File: src/hw/rtl/abt_pkg.sv
package abt_pkg;

	localparam int BLOCK_MAX = 16;
	localparam int DATA_W    = 8;
	localparam int BLEN_W    = 5;
	localparam int LEN_W     = $clog2(BLOCK_MAX + 1);
	localparam int POS_W     = $clog2(BLOCK_MAX);
	localparam int SUM_W     = LEN_W + 1;
	localparam int APB_DW    = 32;
	localparam int ADDR_W    = 4;
	localparam int CALC_N    = 2 * DATA_W;
	localparam int CNT_W     = $clog2(CALC_N);

	typedef logic [LEN_W-1:0] len_t;
	typedef logic [POS_W-1:0] pos_t;

	localparam logic [1:0] REG_BLOCK_LEN = 2'd0;
	localparam logic [1:0] REG_MULT      = 2'd1;
	localparam logic [1:0] REG_OFFSET    = 2'd2;

	localparam logic [BLEN_W-1:0] BLOCK_LEN_RST = BLEN_W'(5);
	localparam logic [DATA_W-1:0] MULT_RST      = DATA_W'(3);
	localparam logic [DATA_W-1:0] OFFSET_RST    = DATA_W'(2);

	function automatic len_t eff_len(input logic [BLEN_W-1:0] bl);
		len_t r;
		if (bl == '0) begin
			r = len_t'(1);
		end else if (32'(bl) > 32'(BLOCK_MAX)) begin
			r = len_t'(BLOCK_MAX);
		end else begin
			r = len_t'(bl);
		end
		return r;
	endfunction

endpackage

File: src/hw/rtl/affine_block_transposition_core.sv
// Affine block transposition. Byte j of a block goes to position (mult*j + offset) mod
// the effective length (block_len, with 0 read as 1 and more than 16 as 16); a full block,
// or a short one closed by end_of_stream (zero padded), is then sent out in position order
// with block_end on its last byte, unreached positions as zero. A short block first places
// its padding bytes as zeros; the bytes are sent as out_ready allows, and input is held
// off until the last byte is in the output register. After reset and after every write to
// block_len, mult or offset the block works out offset and mult modulo the length, one bit
// per cycle on the shared add/compare unit that also advances the target position;
// in_ready is low during that time.
module affine_block_transposition_core (
	input  logic                          clk,
	input  logic                          arst_n,
	input  logic                          in_valid,
	output logic                          in_ready,
	input  logic [abt_pkg::DATA_W-1:0]    in_byte,
	input  logic                          end_of_stream,
	output logic                          out_valid,
	input  logic                          out_ready,
	output logic [abt_pkg::DATA_W-1:0]    out_byte,
	output logic                          block_end,
	input  logic                          psel,
	input  logic                          penable,
	input  logic                          pwrite,
	input  logic [abt_pkg::ADDR_W-1:0]    paddr,
	input  logic [abt_pkg::APB_DW-1:0]    pwdata,
	output logic [abt_pkg::APB_DW-1:0]    prdata,
	output logic                          pready
);

	localparam logic [1:0] ST_CALC = 2'd0;
	localparam logic [1:0] ST_IDLE = 2'd1;
	localparam logic [1:0] ST_PAD  = 2'd2;
	localparam logic [1:0] ST_EMIT = 2'd3;

	logic [1:0]                       state_q;
	logic [abt_pkg::BLEN_W-1:0]       block_len_q;
	logic [abt_pkg::DATA_W-1:0]       mult_q;
	logic [abt_pkg::DATA_W-1:0]       offset_q;
	logic [abt_pkg::CNT_W-1:0]        cnt_q;
	abt_pkg::pos_t                    rem_q;
	abt_pkg::pos_t                    off_mod_q;
	abt_pkg::pos_t                    step_q;
	abt_pkg::pos_t                    pos_q;
	abt_pkg::pos_t                    emit_q;
	abt_pkg::len_t                    load_idx_q;
	logic [abt_pkg::BLOCK_MAX-1:0]    mask_q;
	logic [abt_pkg::DATA_W-1:0]       store_q [abt_pkg::BLOCK_MAX];
	logic                             out_valid_q;
	logic [abt_pkg::DATA_W-1:0]       out_byte_q;
	logic                             block_end_q;

	abt_pkg::len_t                    len_eff;
	logic                             cfg_wr;
	logic                             cfg_hit;
	logic [abt_pkg::DATA_W-1:0]       div_src;
	logic                             div_bit;
	abt_pkg::pos_t                    ux;
	abt_pkg::pos_t                    uy;
	logic                             cin;
	logic [abt_pkg::SUM_W-1:0]        sum;
	logic [abt_pkg::SUM_W-1:0]        res;
	abt_pkg::pos_t                    res_pos;
	logic                             accept;
	logic                             place;
	abt_pkg::len_t                    idx_next;
	logic                             emit_go;
	logic                             emit_last;

	assign len_eff = abt_pkg::eff_len(block_len_q);
	assign pready  = 1'b1;
	assign cfg_wr  = psel && penable && pwrite;
	assign cfg_hit = cfg_wr && (paddr[3:2] == abt_pkg::REG_BLOCK_LEN
		|| paddr[3:2] == abt_pkg::REG_MULT || paddr[3:2] == abt_pkg::REG_OFFSET);

	always_comb begin
		case (paddr[3:2])
			abt_pkg::REG_BLOCK_LEN: prdata = abt_pkg::APB_DW'(block_len_q);
			abt_pkg::REG_MULT:      prdata = abt_pkg::APB_DW'(mult_q);
			abt_pkg::REG_OFFSET:    prdata = abt_pkg::APB_DW'(offset_q);
			default:                prdata = '0;
		endcase
	end

	// shared add / conditional-subtract unit: division steps and position advance
	assign div_src = cnt_q[abt_pkg::CNT_W-1] ? mult_q : offset_q;
	assign div_bit = div_src[3'(abt_pkg::DATA_W - 1) - cnt_q[2:0]];

	always_comb begin
		if (state_q == ST_CALC) begin
			ux  = rem_q;
			uy  = rem_q;
			cin = div_bit;
		end else begin
			ux  = pos_q;
			uy  = step_q;
			cin = 1'b0;
		end
		sum = abt_pkg::SUM_W'(ux) + abt_pkg::SUM_W'(uy) + abt_pkg::SUM_W'(cin);
		if (sum >= abt_pkg::SUM_W'(len_eff)) begin
			res = sum - abt_pkg::SUM_W'(len_eff);
		end else begin
			res = sum;
		end
		res_pos = res[abt_pkg::POS_W-1:0];
	end

	assign in_ready  = (state_q == ST_IDLE);
	assign accept    = in_valid && in_ready;
	assign place     = accept || (state_q == ST_PAD);
	assign idx_next  = load_idx_q + abt_pkg::len_t'(1);
	assign emit_go   = (state_q == ST_EMIT) && (!out_valid_q || out_ready);
	assign emit_last = (abt_pkg::len_t'(emit_q) + abt_pkg::len_t'(1)) == len_eff;

	always_ff @(posedge clk or negedge arst_n) begin
		if (!arst_n) begin
			state_q     <= ST_CALC;
			block_len_q <= abt_pkg::BLOCK_LEN_RST;
			mult_q      <= abt_pkg::MULT_RST;
			offset_q    <= abt_pkg::OFFSET_RST;
			cnt_q       <= '0;
			rem_q       <= '0;
			off_mod_q   <= '0;
			step_q      <= '0;
			pos_q       <= '0;
			emit_q      <= '0;
			load_idx_q  <= '0;
			mask_q      <= '0;
			out_valid_q <= 1'b0;
		end else begin
			if (out_ready && !(emit_go && !cfg_hit)) begin
				out_valid_q <= 1'b0;
			end
			if (cfg_hit) begin
				case (paddr[3:2])
					abt_pkg::REG_BLOCK_LEN: block_len_q <= pwdata[abt_pkg::BLEN_W-1:0];
					abt_pkg::REG_MULT:      mult_q      <= pwdata[abt_pkg::DATA_W-1:0];
					default:                offset_q    <= pwdata[abt_pkg::DATA_W-1:0];
				endcase
				state_q    <= ST_CALC;
				cnt_q      <= '0;
				rem_q      <= '0;
				load_idx_q <= '0;
				mask_q     <= '0;
			end else begin
				case (state_q)
					ST_CALC: begin
						cnt_q <= cnt_q + abt_pkg::CNT_W'(1);
						if (cnt_q == abt_pkg::CNT_W'(abt_pkg::DATA_W - 1)) begin
							off_mod_q <= res_pos;
							rem_q     <= '0;
						end else if (cnt_q == abt_pkg::CNT_W'(abt_pkg::CALC_N - 1)) begin
							step_q     <= res_pos;
							pos_q      <= off_mod_q;
							load_idx_q <= '0;
							mask_q     <= '0;
							state_q    <= ST_IDLE;
						end else begin
							rem_q <= res_pos;
						end
					end
					ST_IDLE: begin
						if (accept) begin
							if (idx_next >= len_eff) begin
								state_q <= ST_EMIT;
								emit_q  <= '0;
							end else if (end_of_stream) begin
								state_q <= ST_PAD;
							end
						end
					end
					ST_PAD: begin
						if (idx_next >= len_eff) begin
							state_q <= ST_EMIT;
							emit_q  <= '0;
						end
					end
					ST_EMIT: begin
						if (emit_go) begin
							out_valid_q <= 1'b1;
							emit_q      <= emit_q + abt_pkg::pos_t'(1);
							if (emit_last) begin
								state_q    <= ST_IDLE;
								pos_q      <= off_mod_q;
								load_idx_q <= '0;
								mask_q     <= '0;
							end
						end
					end
					default: state_q <= ST_CALC;
				endcase
				if (place) begin
					mask_q[pos_q] <= 1'b1;
					load_idx_q    <= idx_next;
					pos_q         <= res_pos;
				end
			end
		end
	end

	// block store and output register payload
	always_ff @(posedge clk) begin
		if (place && !cfg_hit) begin
			store_q[pos_q] <= accept ? in_byte : '0;
		end
		if (emit_go && !cfg_hit) begin
			out_byte_q  <= mask_q[emit_q] ? store_q[emit_q] : '0;
			block_end_q <= emit_last;
		end
	end

	assign out_valid = out_valid_q;
	assign out_byte  = out_byte_q;
	assign block_end = block_end_q;

endmodule

File: config.mk
export PLATFORM = sky130hd
export DESIGN_NAME = affine_block_transposition_core
export DESIGN_NICKNAME = d
export VERILOG_FILES = /design/src/hw/rtl/abt_pkg.sv /design/src/hw/rtl/affine_block_transposition_core.sv
export SDC_FILE = /design/constraint.sdc
export NUM_CORES = 1
export LEC_CHECK = 0
export ABC_AREA = 1
export BUFFER_PORTS_ARGS = -buffer_cell sky130_fd_sc_hd__buf_4
export CAP_MARGIN = 20
export CORE_MARGIN = 1.5
export CORE_UTILIZATION = 54
export CTS_CLUSTER_SIZE = 24
export DETAILED_ROUTE_END_ITERATION = 10
export PLACE_DENSITY_LB_ADDON = 0.12
export SKIP_LAST_GASP = 1
export SLEW_MARGIN = 20
export SYNTH_ARGS = -nofsm -noshare
export SYNTH_HDL_FRONTEND = slang
export SYNTH_SLANG_ARGS = --single-unit
File: constraint.sdc
create_clock -name clk -period 3.35 [get_ports clk]
set_input_delay 0.67 -clock clk [delete_from_list [all_inputs] [get_ports clk]]
set_output_delay 0.67 -clock clk [all_outputs]
set_load 0.02 [all_outputs]
==> impl_metrics.ini, run 1 <==
[setup_path]
cp.arrival_ns = 3.72
cp-start-kind = register
critPathCaptureType = register
worstPathRequired_ns = 3.74
cp_cell_sequence = buf_6, o21ai_2, o21ai_1, o211ai_1, a31oi_4, fa_2, inv_2, fa_2, fa_2, inv_2, nand4_1, nand3_4, inv_4, nand2_2, nand2_2, nand2_1, nand2_1, nand3_1, nand2_1
path_class = register to register
worst-path-max-fanout = 6
cpMaxStageDelayCell = fa_2
cpPeakStageDelay_ns = 0.47

[timing]
tightest_slew_ns = 0.977
hold_viol = 0
max_slew_margin = 0.346
layout_worst_path_cycle_share = 0.993
finalSetupViolCount = 0
fin_ws_ns = 0.0225
fmax_mhz = 301
rsz0062_at_grt = true
finClkSkew_ns = 0.0199
period_needed_ns = 3.33
finalMaxSlewViolations = 0

[grt]
first_global_vias = 6470
overflow = 0
grt_pass1_wl_um = 34700
grt_max_degree = 70
grtUsageTotal = 0.240
antenna_found_initial = 0

[power]
vdd_ir_drop_max_v = 0.000943
leakage_nw = 4.76
powerDensity_nw_per_um2 = 1040

[floorplanning]
start_util = 0.548
coreArea_um2 = 17900
chipHeight_um = 138
rows = 49
pin_count = 96
die_w_um = 138
die_area_um2 = 19000

[finish]
num-nets-final = 1133
final_util = 0.634
num_antenna_cells = 0
drive_gt1_frac = 0.166
final_cell_mix = nor2_1, nand2_1, edfxtp_1
areaGrowthSynthToFinish_pct = 15.8

[placement]
place_ws_ns = -0.226
gp_congestion = 0.904
dpl.hpwl_um = 14600
io_buffers = 44

[drt]
drc = 0
wl_met2_um = 10300
drt-pass1-iter-count = 7
wl_per_cell_um = 17.3
wl_met3_um = 1570
m1WireLength_um = 10200
wl_um = 22500
drtAntennaViolNets = 0
drtIter0Drc = 645
num_vias = 7184
vias_per_cell = 5.52
top_layer = met4

[logic_synthesis]
synth-seq-cells = 206
synth_area_um2 = 9800
synthCells = 981
yosysSeqAreaShare = 0.597
synth.distinct_cells = 39
yosysWarningCount = 0
syn_area_per_cell_um2 = 9.99

[cts]
holdBufCountCts = 0
path_clk_slew_ns = 0.06
cts.path.max_buffers = 3
cts_tree = done
h-tree-depth = 1
clock_latency_ns = 0.52
cts_buffers = 22
root_buffer = clkbuf_16
cts.sinks = 206

[status]
status = finished, final reports clean

[hold_path]
min_path_type = primary input to asynchronous set/reset pin

[flow_run]
cap_violations = 0
[report_power, final]
group / leakage, nW / switching, mW / total, mW / internal, mW
logic: 2.28 / 3.77 / 6.15 / 2.37
clock network: 0.326 / 0.969 / 2.26 / 1.29
registers: 2.16 / 0.247 / 3.45 / 3.21
[cell usage after synthesis, drive strengths merged]
library cell / instances / area, um^2
a22o: 2 / 17.5
nand2: 155 / 592
a221oi: 1 / 15.0
a21oi: 17 / 85.1
o31ai: 1 / 7.51
o21ai: 133 / 666
nor3: 3 / 15.0
xor2: 8 / 70.1
xnor2: 4 / 35.0
o22ai: 20 / 125
dfrtp: 64 / 1600
nand3: 59 / 300
mux2i: 16 / 160
a31oi: 1 / 6.26
clkbuf: 13 / 48.8
o32ai: 6 / 52.6
inv: 77 / 289
conb: 2 / 7.51
nand4: 7 / 43.8
nor2: 144 / 543
o211ai: 21 / 158
nor3b: 1 / 7.51
dfstp: 5 / 131
clkinv: 2 / 7.51
a21o: 2 / 15.0
buf: 53 / 342
or2: 1 / 6.26
edfxtp: 137 / 4110
fa: 3 / 60.1
o221ai: 2 / 17.5
ha: 21 / 263
[final timing paths]
kind,start,endpoint,slack (ns),cells past startpoint
min reg2reg,mult_q[7]$_DFFE_PN0P_,mult_q[7]$_DFFE_PN0P_,0.49,2
max reg2reg,cnt_q[3]$_DFFE_PN0P_,pos_q[2]$_DFFE_PN0P_,0.02,19
max,cnt_q[3]$_DFFE_PN0P_,pos_q[2]$_DFFE_PN0P_,0.02,19
min,arst_n,step_q[2]$_DFFE_PN0P_,0.25,1
max in group asynchronous,arst_n,cnt_q[3]$_DFFE_PN0P_,2.43,1
min in group clk,pwdata[5],offset_q[5]$_DFFE_PN0P_,0.45,3
[critical path, delay by kind of cell, from the launching register on]
| kind | cells | cell delay, ns |
|---|---|---|
| adder cells (fa/ha/maj) | 3 | 1.26 |
| AO/OA/AOI/OAI | 4 | 0.62 |
| AND/OR/NAND/NOR | 8 | 0.58 |
| flip-flops | 1 | 0.45 |
| buffers and inverters | 4 | 0.31 |
[registers in the layout (all words and copies together), names as in the netlist, 5 cells and up]
signal,cells
load_idx_q,5
store_q,128
mask_q,16
block_len_q,5
offset_q,8
out_byte,8
mult_q,8
[through the flow]
stage | instance area (um^2) | hold slack, ns | power, mW | instances | setup TNS (ns)
floorplan | 9890 | 0.374 | 7.07 | 1004 | 0
CTS | 11200 | 0.312 | 11.1 | 1300 | 0
global route | 11400 | 0.341 | 12.7 | 1302 | -1.74
finish | 11400 | 0.253 | 11.9 | 1302 | 0
global placement | 10500 | 0.471 | 8.66 | 1259 | -2.12
detailed placement | 10500 | 0.474 | 8.72 | 1259 | -2.96
[cells by family (layout without fill, tap and decap cells)]
group,count (synthesis),count (layout),share of synthesized area
compound gates,206,206,0.119
xor+xnor,12,12,0.0107
fa+ha+maj,24,24,0.0329
buf+inv,145,214,0.0701
flops,206,206,0.597
mux,16,16,0.0163
other cells,2,25,0.000766
simple gates,370,370,0.154
[routing by layer]
| layer | track usage | vias up |
|---|---|---|
| met1 | 0.358 | 3431 |
| li1 | - | 3479 |
| met3 | 0.0316 | 32 |
| met4 | 0.0596 | 0 |
| met5 | 0 | - |
| met2 | 0.376 | 242 |
[what timing repair did]
item	in CTS	in global routing
setup endpoints to repair	16	16
setup buffers	1	3
cloned	0	0
pin swaps	2	16
gates resized for setup	14	49
[area by class of cell]
type | count | area [um^2]
clock buffers | 29 | 577
clock inverters | 11 | 86.3
fillers | 1514 | 6550
inverters | 79 | 302
multi-input cells | 653 | 3510
flip-flops and latches | 206 | 5850
well taps | 229 | 287
repair buffers | 95 | 737
Note: power is estimated with default switching activity, not from simulation.
==> inputs of run 2 (changes only) <==
- ABC_AREA: 1 -> 0
- BUFFER_PORTS_ARGS: -buffer_cell sky130_fd_sc_hd__buf_4 -> -buffer_cell sky130_fd_sc_hd__buf_2
- CELL_PAD_IN_SITES_DETAIL_PLACEMENT: not set -> 0
- CELL_PAD_IN_SITES_GLOBAL_PLACEMENT: not set -> 1
- CORE_UTILIZATION: 54 -> 45
==> run 2 against run 1 <==
  * The flow now finishes with violations (setup timing)
  * Synthesized cell count down 36%
  * Utilization down 8.4 points
  * Cell count down 22%
  * Global-route usage down 3.6 points
  * Setup slack worse by 0.65 ns
  * Sequential share of layout area up 0.49 points
==> impl_metrics.ini, run 2 <==
[logic_synthesis]
yosysWarningCount = 0
synth_top_area_frac = 0.433
ys_async_sr_fraction = 0.335
synth_top_area_cell = edfxtp_1
syn_area_per_cell_um2 = 15.1
yosysSeqAreaShare = 0.616
synth_common_cells = edfxtp_1, dfrtp_1, mux4_2
synth_flop_cell = edfxtp_1
synth-seq-cells = 206
yosysMostFrequentCell = edfxtp_1
synth_area_leaders = edfxtp_1, dfrtp_1, mux4_2, mux2_2, ha_1
synth_area_um2 = 9490
synth_edf_count = 137
synth.distinct_cells = 54
synthCells = 627

[floorplanning]
coreArea_um2 = 20400
die_area_um2 = 22000
rows = 52
die_w_um = 148
chipHeight_um = 148
start_util = 0.465
pin_count = 96

[setup_path]
critPathCaptureType = register
path_class = register to register
cp.arrival_ns = 4.42
cp-start-kind = register
worstPathRequired_ns = 3.79
worst-path-max-fanout = 7

[timing]
finalMaxSlewViolations = 0
hold_viol = 0
tightest_slew_ns = 0.870
layout_worst_path_cycle_share = 1.19
fmax_mhz = 251
rsz0062_at_grt = true
fin_ws_ns = -0.631
fin_tns_setup_ns = -9.10
finalSetupViolCount = 16
finClkSkew_ns = 0.0147
period_needed_ns = 3.98
max_slew_margin = 0.416

[drt]
wl_met2_um = 11100
num_vias = 5561
wl_um = 21600
m1WireLength_um = 9030
drtAntennaViolNets = 0
top_layer = met4
drtIter0Drc = 325
wl_met3_um = 1030
vias_per_cell = 5.46
wl_per_cell_um = 21.2
drt-pass1-iter-count = 4
drc = 0

[power]
fin_total_pwr_mw = 11.0
vdd_ir_drop_max_v = 0.000656
powerDensity_nw_per_um2 = 976
leakage_nw = 4.51

[finish]
final_util = 0.550
final_common_cell = edfxtp_1
fill_cells = 1675
areaGrowthSynthToFinish_pct = 18.4
largest_reg_flops = 128
ff_latch_area_um2 = 5850
largestRegisters = store_q x128, mask_q x16
drive_gt1_frac = 0.339
multiInputGateArea_um2 = 3500
registers.top_by_ff_count = store_q
final_cell_mix = edfxtp_1, buf_4, dfrtp_1
num_antenna_cells = 0
num-nets-final = 808

[cts]
clock_latency_ns = 0.52
cts.sinks = 206
cts_tree = done
cts.path.max_buffers = 3
path_clk_slew_ns = 0.06
cts_buffers = 23
root_buffer = clkbuf_16
h-tree-depth = 1
holdBufCountCts = 0

[placement]
gp_congestion = 0.806
dpl.hpwl_um = 14200
io_buffers = 44

[grt]
grt_max_degree = 42
grt_pass1_wl_um = 33600
grtUsageTotal = 0.204
antenna_found_initial = 0
overflow = 0
first_global_vias = 5794

[status]
status = complete, but fails checks
violations = setup timing

[flow_run]
cap_violations = 0

[hold_path]
min_path_type = primary input to asynchronous set/reset pin
-- run 2: logic make-up after synthesis --
| group | count (synthesis) | synth area share |
|---|---|---|
| AOI/OAI and AO/OA | 92 | 0.0671 |
| xor gates and xnor gates | 13 | 0.0134 |
| adders and majority gates | 24 | 0.0340 |
| buffers and inverters | 76 | 0.0414 |
| DFF | 206 | 0.616 |
| muxes | 92 | 0.165 |
| other | 2 | 0.000791 |
| and+or+nand+nor | 122 | 0.0620 |
-- run 2: area by class of cell --
cell class,instances,area share
inverters,23,0.00768
multi-input cells,368,0.311
flip-flops and latches,206,0.520
well taps,270,0.0301
clock buffers,29,0.0532
repair buffers,110,0.0665
clock inverters,13,0.0109
-- run 2: timing repair --
item / in CTS / in global routing
pin swaps: 10 / 4
endpoints found under the setup margin: 16 / 16
buffers inserted: 4 / 1
gates resized for setup: 8 / 12
-- run 2: per-layer routing --
| metal | GRT usage | up-vias |
|---|---|---|
| li1 | - | 2541 |
| met5 | 0 | - |
| met3 | 0.0282 | 34 |
| met1 | 0.270 | 2851 |
| met2 | 0.358 | 135 |
| met4 | 0.0490 | 0 |
-- run 2: worst max-delay path, cell delays in order (launching register included) --
cell	delay (ns)
dfrtp_2	0.44
mux4_2	0.52
mux4_2	0.50
and2_4	0.16
fa_2	0.35
inv_2	0.06
fa_2	0.45
inv_2	0.10
ha_4	0.20
a21bo_4	0.21
a21oi_4	0.16
o21ai_4	0.08
buf_12	0.15
buf_6	0.11
a21oi_4	0.17
mux2i_1	0.10
mux2i_1	0.14
-- run 2: stage by stage --
step / hold slack (ns) / area [um^2] / cells / setup WS (ns)
floorplan: 0.374 / 9650 / 650 / -0.415
global placement: 0.453 / 10400 / 972 / -0.655
detailed placement: 0.460 / 10400 / 972 / -0.797
CTS: 0.353 / 11200 / 1018 / -0.689
global route: 0.182 / 11200 / 1019 / -0.766
finish: 0.151 / 11200 / 1019 / -0.631
-- run 2: final timing paths --
check                      slack (ns)                          to                  from  cells after the start
setup / recovery                -0.63        pos_q[1]$_DFFE_PN0P_  cnt_q[3]$_DFFE_PN0P_                     16
hold / removal                   0.15     offset_q[7]$_DFFE_PN0P_                arst_n                      1
setup reg to reg                -0.63        pos_q[1]$_DFFE_PN0P_  cnt_q[3]$_DFFE_PN0P_                     16
hold reg to reg                  0.47        mask_q[15]$_DFF_PN0_  mask_q[15]$_DFF_PN0_                      1
max in group asynchronous        2.51  block_len_q[0]$_DFFE_PN1P_                arst_n                      2
min in group clk                 0.40       mult_q[7]$_DFFE_PN0P_             pwdata[7]                      2
-- run 2: power breakdown --
group | leakage (nW) | internal, mW | switching [mW] | total, mW
logic | 2.00 | 2.44 | 2.66 | 5.10
registers | 2.15 | 3.20 | 0.250 | 3.45
clock network | 0.354 | 1.42 | 0.995 | 2.42
total | 4.51 | 7.06 | 3.90 | 11.0
